--- src/design/mpp_pkg.sv ---
// Shared types and constants of the masked pattern patcher.
package mpp_pkg;

   localparam int WINDOW_DEPTH = 32;
   localparam int FILL_W      = $clog2(WINDOW_DEPTH + 1);
   localparam int IDX_W       = $clog2(WINDOW_DEPTH);
   localparam logic [4:0]  FIELD_MASK = 5'h1F;
   localparam logic [15:0] HITS_MAX   = 16'hFFFF;

   typedef enum logic [1:0] {
      OP_LOAD  = 2'd0,
      OP_DATA  = 2'd1,
      OP_FLUSH = 2'd2,
      OP_NONE  = 2'd3
   } op_type;

   typedef struct packed {
      op_type      op;
      logic [4:0]  entry_index;
      logic [7:0]  match_byte;
      logic        match_care;
      logic [7:0]  patch_byte;
      logic        patch_enable;
      logic [7:0]  data_byte;
   } req_type;

   typedef struct packed {
      logic [7:0]  out_byte;
      logic        is_last;
      logic        found;
      logic [15:0] match_count;
      logic [31:0] last_offset;
      logic [4:0]  captured_field;
   } rsp_type;

   typedef enum logic [1:0] {
      ST_IDLE,
      ST_MATCH,
      ST_EMIT,
      ST_FLUSH
   } ctl_state_type;

   typedef struct packed {
      logic load_entry;
      logic shift_in;
      logic match_test;
      logic emit_leaving;
      logic flush_start;
      logic flush_emit;
      logic flush_clear;
   } dp_cmd_type;

   typedef struct packed {
      logic slot_free;
      logic emitting;
      logic window_empty;
      logic flush_last;
   } dp_status_type;

endpackage

--- src/design/mpp_ctrl.sv ---
// Sequencing state machine of the masked pattern patcher.
module mpp_ctrl (
   input  logic                  clock,
   input  logic                  reset,
   input  logic                  req_valid,
   input  mpp_pkg::op_type       req_op,
   input  mpp_pkg::dp_status_type status,
   output logic                  req_ready,
   output mpp_pkg::dp_cmd_type   cmd
);
   import mpp_pkg::*;

   ctl_state_type state_ff;
   ctl_state_type state_in;

   always_ff @(posedge clock) begin
      if (reset) begin
         state_ff <= ST_IDLE;
      end else begin
         state_ff <= state_in;
      end
   end

   always_comb begin
      state_in  = state_ff;
      req_ready = 1'b0;
      cmd       = '0;
      case (state_ff)
         ST_IDLE: begin
            req_ready = 1'b1;
            if (req_valid) begin
               case (req_op)
                  OP_LOAD: begin
                     cmd.load_entry = 1'b1;
                  end
                  OP_DATA: begin
                     cmd.shift_in = 1'b1;
                     state_in     = ST_MATCH;
                  end
                  OP_FLUSH: begin
                     // An empty window drains nothing; only the stream counters clear.
                     if (status.window_empty) begin
                        cmd.flush_clear = 1'b1;
                     end else begin
                        cmd.flush_start = 1'b1;
                        state_in        = ST_FLUSH;
                     end
                  end
                  default: begin
                  end
               endcase
            end
         end
         ST_MATCH: begin
            cmd.match_test = 1'b1;
            state_in       = status.emitting ? ST_EMIT : ST_IDLE;
         end
         ST_EMIT: begin
            if (status.slot_free) begin
               cmd.emit_leaving = 1'b1;
               state_in         = ST_IDLE;
            end
         end
         ST_FLUSH: begin
            if (status.slot_free) begin
               cmd.flush_emit = 1'b1;
               if (status.flush_last) begin
                  cmd.flush_clear = 1'b1;
                  state_in        = ST_IDLE;
               end
            end
         end
         default: begin
            state_in = ST_IDLE;
         end
      endcase
   end

endmodule

--- src/design/mpp_datapath.sv ---
// Window, pattern table, match compare, statistics and output register.
module mpp_datapath (
   input  logic                   clock,
   input  logic                   reset,
   input  mpp_pkg::req_type       req_payload,
   input  mpp_pkg::dp_cmd_type    cmd,
   output mpp_pkg::dp_status_type status,
   input  logic                   rsp_ready,
   output logic                   rsp_valid,
   output mpp_pkg::rsp_type       rsp_payload
);
   import mpp_pkg::*;

   localparam logic [FILL_W-1:0] FULL_LEVEL = FILL_W'(WINDOW_DEPTH);

   // Window is right aligned: new bytes enter at the top, the oldest sits at the bottom
   // once the window is full.
   logic [7:0]        window_ff [WINDOW_DEPTH];
   logic [7:0]        window_in [WINDOW_DEPTH];
   logic [7:0]        pat_ff    [WINDOW_DEPTH];
   logic [7:0]        rep_ff    [WINDOW_DEPTH];
   logic              care_ff   [WINDOW_DEPTH];
   logic              enable_ff [WINDOW_DEPTH];

   logic [FILL_W-1:0] fill_ff, fill_in;
   logic [FILL_W-1:0] skip_ff, skip_in;
   logic [FILL_W-1:0] rem_ff, rem_in;
   logic [31:0]       pos_ff, pos_in;
   logic [15:0]       hits_ff, hits_in;
   logic [31:0]       hit_off_ff, hit_off_in;
   logic [4:0]        hit_field_ff, hit_field_in;
   logic [7:0]        leave_ff, leave_in;
   logic              emitting_ff, emitting_in;
   logic              rsp_valid_ff, rsp_valid_in;
   rsp_type           rsp_ff, rsp_in;

   logic              window_hit;
   logic              slot_free;
   logic [IDX_W-1:0]  rd_idx;
   logic [IDX_W-1:0]  wr_idx;
   logic              wr_ok;

   assign slot_free = !rsp_valid_ff || rsp_ready;
   assign rd_idx    = IDX_W'(FULL_LEVEL - rem_ff);
   assign wr_idx    = IDX_W'(req_payload.entry_index);
   assign wr_ok     = 32'(req_payload.entry_index) < 32'(WINDOW_DEPTH);

   always_comb begin
      window_hit = 1'b1;
      for (int j = 0; j < WINDOW_DEPTH; j++) begin
         window_hit = window_hit & (!care_ff[j] || (window_ff[j] == pat_ff[j]));
      end
   end

   always_comb begin
      window_in    = window_ff;
      fill_in      = fill_ff;
      skip_in      = skip_ff;
      rem_in       = rem_ff;
      pos_in       = pos_ff;
      hits_in      = hits_ff;
      hit_off_in   = hit_off_ff;
      hit_field_in = hit_field_ff;
      leave_in     = leave_ff;
      emitting_in  = emitting_ff;

      if (cmd.shift_in) begin
         emitting_in = (fill_ff == FULL_LEVEL);
         leave_in    = window_ff[0];
         for (int j = 0; j < WINDOW_DEPTH - 1; j++) begin
            window_in[j] = window_ff[j + 1];
         end
         window_in[WINDOW_DEPTH - 1] = req_payload.data_byte;
         if (fill_ff != FULL_LEVEL) begin
            fill_in = fill_ff + FILL_W'(1);
         end
         pos_in = pos_ff + 32'd1;
      end

      if (cmd.match_test && (fill_ff == FULL_LEVEL)) begin
         if (skip_ff != '0) begin
            skip_in = skip_ff - FILL_W'(1);
         end else if (window_hit) begin
            hit_field_in = window_ff[0][4:0] & FIELD_MASK;
            hit_off_in   = pos_ff - 32'(WINDOW_DEPTH);
            for (int j = 0; j < WINDOW_DEPTH; j++) begin
               if (enable_ff[j]) begin
                  window_in[j] = rep_ff[j];
               end
            end
            if (hits_ff != HITS_MAX) begin
               hits_in = hits_ff + 16'd1;
            end
            skip_in = FILL_W'(WINDOW_DEPTH - 1);
         end
      end

      if (cmd.flush_start) begin
         rem_in = fill_ff;
      end
      if (cmd.flush_emit) begin
         rem_in = rem_ff - FILL_W'(1);
      end
      if (cmd.flush_clear) begin
         fill_in = '0;
         skip_in = '0;
         pos_in  = '0;
      end
   end

   always_comb begin
      rsp_in               = rsp_ff;
      rsp_valid_in         = rsp_valid_ff && !rsp_ready;
      rsp_in.found         = (hits_ff != '0);
      rsp_in.match_count   = hits_ff;
      rsp_in.last_offset   = hit_off_ff;
      rsp_in.captured_field = hit_field_ff;
      if (cmd.emit_leaving) begin
         rsp_valid_in    = 1'b1;
         rsp_in.out_byte = leave_ff;
         rsp_in.is_last  = 1'b0;
      end else if (cmd.flush_emit) begin
         rsp_valid_in    = 1'b1;
         rsp_in.out_byte = window_ff[rd_idx];
         rsp_in.is_last  = (rem_ff == FILL_W'(1));
      end else begin
         rsp_in = rsp_ff;
      end
   end

   always_ff @(posedge clock) begin
      if (reset) begin
         fill_ff      <= '0;
         skip_ff      <= '0;
         rem_ff       <= '0;
         pos_ff       <= '0;
         hits_ff      <= '0;
         hit_off_ff   <= '0;
         hit_field_ff <= '0;
         emitting_ff  <= 1'b0;
         rsp_valid_ff <= 1'b0;
         for (int j = 0; j < WINDOW_DEPTH; j++) begin
            care_ff[j]   <= 1'b0;
            enable_ff[j] <= 1'b0;
         end
      end else begin
         fill_ff      <= fill_in;
         skip_ff      <= skip_in;
         rem_ff       <= rem_in;
         pos_ff       <= pos_in;
         hits_ff      <= hits_in;
         hit_off_ff   <= hit_off_in;
         hit_field_ff <= hit_field_in;
         emitting_ff  <= emitting_in;
         rsp_valid_ff <= rsp_valid_in;
         if (cmd.load_entry && wr_ok) begin
            care_ff[wr_idx]   <= req_payload.match_care;
            enable_ff[wr_idx] <= req_payload.patch_enable;
         end
      end
   end

   always_ff @(posedge clock) begin
      window_ff <= window_in;
      leave_ff  <= leave_in;
      rsp_ff    <= rsp_in;
      if (cmd.load_entry && wr_ok) begin
         pat_ff[wr_idx] <= req_payload.match_byte;
         rep_ff[wr_idx] <= req_payload.patch_byte;
      end
   end

   assign status.slot_free    = slot_free;
   assign status.emitting     = emitting_ff;
   assign status.window_empty = (fill_ff == '0);
   assign status.flush_last   = (rem_ff == FILL_W'(1));

   assign rsp_valid   = rsp_valid_ff;
   assign rsp_payload = rsp_ff;

endmodule

--- src/design/masked_pattern_patcher_core.sv ---
// Top level of the masked pattern patcher: controller plus datapath.
//
// Wildcard byte-pattern search and patch engine. Request beats arrive on the
// req_ channel (valid/ready); each carries an op. A load op writes one pattern
// entry (match byte, care bit, patch byte, patch enable).
// A data op shifts one byte into a 32-byte window; once the window is full the
// cared positions are compared in parallel against the pattern, and on a match
// the enabled positions are patched and the match statistics updated. Matches
// never overlap: the next 31 candidate starts after a match are skipped.
// A data beat on a full window produces one response beat carrying the byte
// that left the window; a data beat passes the shift and compare steps, and
// the output register step too when it produces a response.
// A flush op drains the buffered bytes one per cycle while the output register
// is free, the final one marked is_last, then restarts offsets at zero.
// Response beats leave through a single output register on the rsp_ channel.
// When the receiver holds rsp_ready low the engine waits with its next result
// and stops taking request beats until that register can be reloaded.
// Synchronous reset clears the window fill, counters, match statistics and the
// care and enable bits of every pattern entry; no response is pending after it.
module masked_pattern_patcher_core (
   input  logic             clock,
   input  logic             reset,
   input  logic             req_valid,
   output logic             req_ready,
   input  mpp_pkg::req_type req_payload,
   output logic             rsp_valid,
   input  logic             rsp_ready,
   output mpp_pkg::rsp_type rsp_payload
);
   import mpp_pkg::*;

   // Command and status bundles between the sequencer and the datapath.
   dp_cmd_type    cmd;
   dp_status_type status;

   // The sequencer takes one request beat at a time and steps the datapath.
   mpp_ctrl u_ctrl (
      .clock     (clock),
      .reset     (reset),
      .req_valid (req_valid),
      .req_op    (req_payload.op),
      .status    (status),
      .req_ready (req_ready),
      .cmd       (cmd)
   );

   // The datapath holds the window, the pattern table and the response register.
   mpp_datapath u_dp (
      .clock       (clock),
      .reset       (reset),
      .req_payload (req_payload),
      .cmd         (cmd),
      .status      (status),
      .rsp_ready   (rsp_ready),
      .rsp_valid   (rsp_valid),
      .rsp_payload (rsp_payload)
   );

endmodule

--- config.mk ---
export PLATFORM = sky130hd
export DESIGN_NAME = masked_pattern_patcher_core
export DESIGN_NICKNAME = d
export VERILOG_FILES = /design/src/design/mpp_pkg.sv /design/src/design/mpp_ctrl.sv /design/src/design/mpp_datapath.sv /design/src/design/masked_pattern_patcher_core.sv
export SDC_FILE = /design/constraint.sdc
export NUM_CORES = 2
export LEC_CHECK = 0
export ABC_CLOCK_PERIOD_IN_PS = 8850
export BUFFER_PORTS_ARGS = -buffer_cell sky130_fd_sc_hd__buf_2
export CORE_ASPECT_RATIO = 0.5
export CORE_MARGIN = 3
export CORE_UTILIZATION = 45
export CTS_BUF_LIST = sky130_fd_sc_hd__clkbuf_16
export DETAILED_ROUTE_END_ITERATION = 16
export PLACE_DENSITY = 0.62
export SETUP_SLACK_MARGIN = 0.2
export SLEW_MARGIN = 30
export SYNTH_ARGS = -nofsm -noshare
export SYNTH_HDL_FRONTEND = slang
export SYNTH_SLANG_ARGS = --single-unit
--- constraint.sdc ---
create_clock -name clock -period 8.85 [get_ports clock]
set_clock_uncertainty 0.15 [all_clocks]
set_input_delay 0.885 -clock clock [delete_from_list [all_inputs] [get_ports clock]]
set_output_delay 0.885 -clock clock [all_outputs]
set_load 0.03 [all_outputs]
; Yosys cells after proc, flatten, opt, wreduce, memory -nomap -nowiden
; Memories as Yosys holds them, arrays and structs flattened.
; Cells that the tools add are included.
[totals]
ff_bits = 434
mem_bits_rw = 576
inputBits = 37
word_cells = 314
memories = 4
[classes]
add_sub_neg = 7
order_cmp = 1
n_eq_ne = 47
muxes = 88
bitwise = 33
reduce_logical = 85
[mem_list]
columns = name, words, width, read_ports, rd_clocked_by_memory_dff, wr, line
row1 = u_dp.pat_ff, 32, 8, 32, 0, 1, mpp_datapath.sv:20  ; logic [7:0] pat_ff [WINDOW_DEPTH];
row2 = u_dp.rep_ff, 32, 8, 32, 0, 1, mpp_datapath.sv:21  ; logic [7:0] rep_ff [WINDOW_DEPTH];
row3 = u_dp.care_ff, 32, 1, 32, 0, 32, mpp_datapath.sv:22  ; logic care_ff [WINDOW_DEPTH];
row4 = u_dp.enable_ff, 32, 1, 32, 0, 32, mpp_datapath.sv:23  ; logic enable_ff [WINDOW_DEPTH];
[ops]
columns = cell, n
row1 = two-way mux 256 bit, 4
row2 = two-way mux 8 bit, 34
row3 = == test 8 bit, 32
row4 = two-way mux 54 bit, 2
row5 = binary-select mux 8 bit (select 5 bit), 1
row6 = logical NOT 1 bit, 34
row7 = logical OR 1 bit, 33
row8 = adder 32 x 1 -> 32 bit (second input constant), 1
row9 = subtractor 32 x 6 -> 32 bit (second input constant), 1
row10 = AND 1 bit, 31
row11 = two-way mux 1 bit, 27
row12 = two-way mux 6 bit, 4
row13 = two-way mux 2 bit, 9
row14 = two-way mux 9 bit, 2
row15 = adder 16 x 1 -> 16 bit (second input constant), 1
row16 = != test 16 bit (second input constant), 1
row17 = nonzero test 16 bit, 1
row18 = subtractor 6 x 1 -> 6 bit (second input constant), 2
row19 = two-way mux 5 bit, 2
row20 = one-hot mux 2 bit (4 select lines), 1
row21 = adder 6 x 1 -> 6 bit (second input constant), 1
row22 = == test 2 bit (second input constant), 3
row23 = == test 6 x 1 -> 1 bit (second input constant), 1
row24 = == test 6 bit (second input constant), 1
row25 = 22 further kinds, 32

; Longest topological paths before layout
; An unclocked memory read counts as a cell.
[depth]
word_depth = 37
ltp_mapped = 11

; By module
; From an unflattened synthesis, not the netlist that was laid out.
[unflattened]
hier_cells = 2783
hier_area_um2 = 43108.8
[by_module_without_submodules]
columns = mod, n_inst, cells_per_inst, area_per_inst_um2
row1 = mpp_datapath, 1, 2752, 42821.1
row2 = mpp_ctrl, 1, 31, 287.8

; Worst setup path after synthesis
; No wires, ideal clock.
[synth_timing]
kind = register -> register
startpoint = register u_dp.rem_ff[0]
endpoint = register u_dp.rsp_ff, in the netlist u_dp.rsp_payload[60] (data pin)
t_arrival_ns = 3.716
setup_slack_ns = 4.720
stages_incl_launch_ff = 10
synth_period_minus_slack_ns = 4.130
path_cell_list = dfxtp_1 -> buf_1 -> buf_1 -> inv_1 -> ha_1 -> xnor2_1 -> clkbuf_1 -> mux4_2 -> mux2i_1 -> o21ai_0
[synth_rtl]
columns = item, line
row1 = start: declaration, mpp_datapath.sv:27  ; logic [FILL_W-1:0] rem_ff, rem_in;
row2 = start signal: assignment, mpp_datapath.sv:149  ; rem_ff <= rem_in;
row3 = end signal: assignment, mpp_datapath.sv:166  ; rsp_ff <= rsp_in;
row4 = end: declaration, mpp_datapath.sv:35  ; rsp_type rsp_ff, rsp_in;

==> results.yml <==
critical_path:
  cp-end-kind: "flop"
  required_ns: 9.21
  critical_path_class: "flop to flop"
  start_kind: "flop"
  cp_max_fo: 27
  cp_data_arrival_time_ns: 5.22
  rrSetupSlack_ns: 3.99
  reg2reg_to: "u_dp.window_ff[255]"
  r2r_start: "u_dp.window_ff[101]"
  reg2reg_depth: 9
finish:
  layout.nets: 3491
  fillers: 7681
  area_growth_pct: 11.65
  drive_gt1_share_pct: 11.13
  final_util_pct: 51.07
  insertedDiodeCount: 0
cts:
  cts_buffers: 89
  cts_setup_buffers: 0
  clkTransAtPathRegs_ns: 0.07
  postCtsHoldBufs: 0
  cts_tree: "built"
  cts_max_path_buffers: 3
  cts.sink_count: 1010
  htree_num_levels: 3
  cts_resized: 0
  cts_root_buf: "clkbuf_16"
  clkLatencyLatePin_ns: 0.68
logic_synthesis:
  synth_top_area_share_pct: 47.64
  synth_flop_cell: "edfxtp_1"
  synth_top_family_by_area: "simple AND/OR/NAND/NOR gates"
  synthAdderAreaFrac_pct: 0.4610
  synth-compound-area-share_pct: 5.879
  synth_xor_area_share_pct: 6.798
  synth_area_leader_cell: "edfxtp_1"
  synthMuxAreaShare_pct: 5.535
  yosys.area_share.simple_pct: 13.87
  async_flop_share_pct: 0
  synthesis.nets: 3422
  ys_seq_area_share_pct: 65.54
  syn_area_um2: 40720
  synth_enable_flop_cells: 646
  synth_seq_cells: 1010
  avgSynthCellArea_um2: 12.08
  synthesis.instances: 3370
  synth_cell_types: 61
  yosys_warnings: 0
  synthTopCellsByArea: "edfxtp_1 (48%), dfxtp_1 (18%), xnor2_1 (6.0%)"
pwr:
  total_power_uw: 12590
  power_density_nw_per_um2: 277.0
  vdd_drop_max_uv: 149.5
  power_leakage_uw: 0.01538
detailed_routing:
  top_layer_used: "met5"
  drt_wl_total_mm: 114.8
  vias: 27410
  viasPerCell: 5.833
  wl_met1_mm: 49.19
  wl_met3_mm: 11.07
  first_pass_iters: 8
  drt_iter0_markers: 3153
  dr_wl_met2_mm: 51.01
  drtAntennaViolNets: 0
  drc: 0
  wl_per_cell_um: 24.42
die:
  io_pins: 102
  rows: 77
  coreArea_um2: 89020
  start_util_pct: 45.74
  die_x_um: 431.4
  dieArea_um2: 94340
  die_h_um: 218.7
timing:
  holdWs_ns: 0.2800
  post-route-min-period_ns: 4.860
  rsz0062_at_grt: "false"
  hold_viol: 0
  fin_crit_sh_pct: 54.91
  drv_slew: 0
  max_freq_ghz: 0.2058
  relSlewSlack_pct: 30.49
  tightest_slew_ns: 1.043
  fin_tns_setup_ns: 0
  setup_viol: 0
min_path:
  hold-path-cell-count: 0
  whs_endpoint: "u_dp.rsp_payload[29]"
  min-delay-path-class: "flop to flop"
  hp-start: "u_dp.hit_off_ff[24]"
place:
  dp_hpwl_mm: 70.96
  routabilityCongestion: 0.8447
  numPortBuffers: 101
global_route:
  antenna_found_initial: 4
  grt_overflow_total: 0
  grt_max_degree: 122
  grt_pass1_wl_mm: 169.9
  grt_usage_pct: 24.18
  grt_pass1_vias: 25980
run:
  drv_cap: 0
run_status:
  status: "complete, no violations"
where the power goes:
group / internal [µW] / switching, µW / total, µW
logic: 1010 / 1360 / 2360
registers: 5600 / 762 / 6360
clock network: 2120 / 1740 / 3870
sequential cells by signal (all words and copies together) (netlist names), 5 cells and up:
| name | count |
|---|---|
| u_dp.care_ff | 32 |
| u_dp.window_ff | 256 |
| u_dp.hits_ff | 16 |
| u_dp.fill_ff | 6 |
| u_dp.hit_field_ff | 5 |
| u_dp.leave_ff | 8 |
| u_dp.pos_ff | 32 |
| u_dp.enable_ff | 32 |
| u_dp.pat_ff | 256 |
| u_dp.rep_ff | 256 |
| u_dp.skip_ff | 6 |
| u_dp.rsp_payload | 63 |
| u_dp.rem_ff | 6 |
| u_dp.hit_off_ff | 32 |
worst max path at each step:
stage | slack (ns) | depth (start not counted) | start | end
floorplan | 4.72 | 9 | u_dp.rem_ff[0] | u_dp.rsp_payload[60]
global placement | 4.27 | 9 | u_dp.window_ff[139] | u_dp.window_ff[75]
detailed placement | 4.32 | 9 | u_dp.pat_ff[10][7] | u_dp.window_ff[255]
CTS | 4.29 | 9 | u_dp.pat_ff[10][7] | u_dp.window_ff[75]
global route | 3.91 | 9 | u_dp.window_ff[139] | u_dp.window_ff[75]
finish | 3.99 | 9 | u_dp.window_ff[101] | u_dp.window_ff[255]
cells in the final DEF, fill, tap and decap left out, types with 8 or more instances in the layout:
cell type	count
nor3_1	34
or4_1	13
a311oi_1	8
clkbuf_16	94
buf_4	57
edfxtp_1	646
mux4_2	80
ha_1	14
xnor2_1	277
nand4_1	115
or3_1	14
mux2i_1	44
xor2_1	37
clkinv_1	19
clkinv_2	18
a31oi_1	259
nor4_1	14
buf_2	91
o31ai_1	8
nand3_1	24
o21ai_0	66
inv_1	52
a21oi_1	31
dfxtp_1	363
nand2_1	599
nor2_1	417
nand2b_1	9
and2_1	8
cell type report:
class                   count  area [µm²]  share of cell area (%)
flip-flops and latches   1010       26690                   58.71
repair buffers            151       949.7                   2.089
clock buffers              94        2352                   5.175
multi-input cells        2156       13350                   29.37
inverters                  31       123.9                  0.2725
well taps                1185        1483                   3.262
clock inverters            72       510.5                   1.123
routing by layer:
layer	vias to the layer above	global-route usage (%)
met1	13660	33.83
li1	12270	-
met4	6	7.965
met5	-	0
met2	1266	36.92
met3	208	6.162
synthesized netlist by cell type, types with 31 or more instances:
master    number
xnor2_1      279
edfxtp_1     646
dfxtp_1      364
nand4_1      115
a31oi_1      259
clkbuf_1     159
o21ai_0       66
xor2_1        37
a21oi_1       31
nor3_1        37
mux4_2        80
nor2_1       421
nand2_1      601
mux2i_1       44
through the flow:
step	area (µm²)	instances	setup WS, ns
floorplan	40720	3370	4.720
global placement	42490	4531	4.265
detailed placement	42580	4533	4.324
CTS	45440	4699	4.288
global route	45460	4699	3.907
finish	45460	4699	3.990
kinds of logic after synthesis:
logic type / count (synthesis)
simple gates: 1307
buf+inv: 204
xor+xnor: 316
compound gates: 393
flops: 1010
mux: 125
fa+ha+maj: 15
critical path, cell delays in order, from the launching register on:
cell     delay (ns)
dfxtp_1        0.49
xnor2_1        0.16
nand4_1        0.16
o21ai_0        0.66
nand4_1        0.47
nor4_4         0.81
buf_4          0.56
nand4_1        0.84
nor2_1         0.32
a31oi_1        0.07
(Power assumes the default switching activity.)
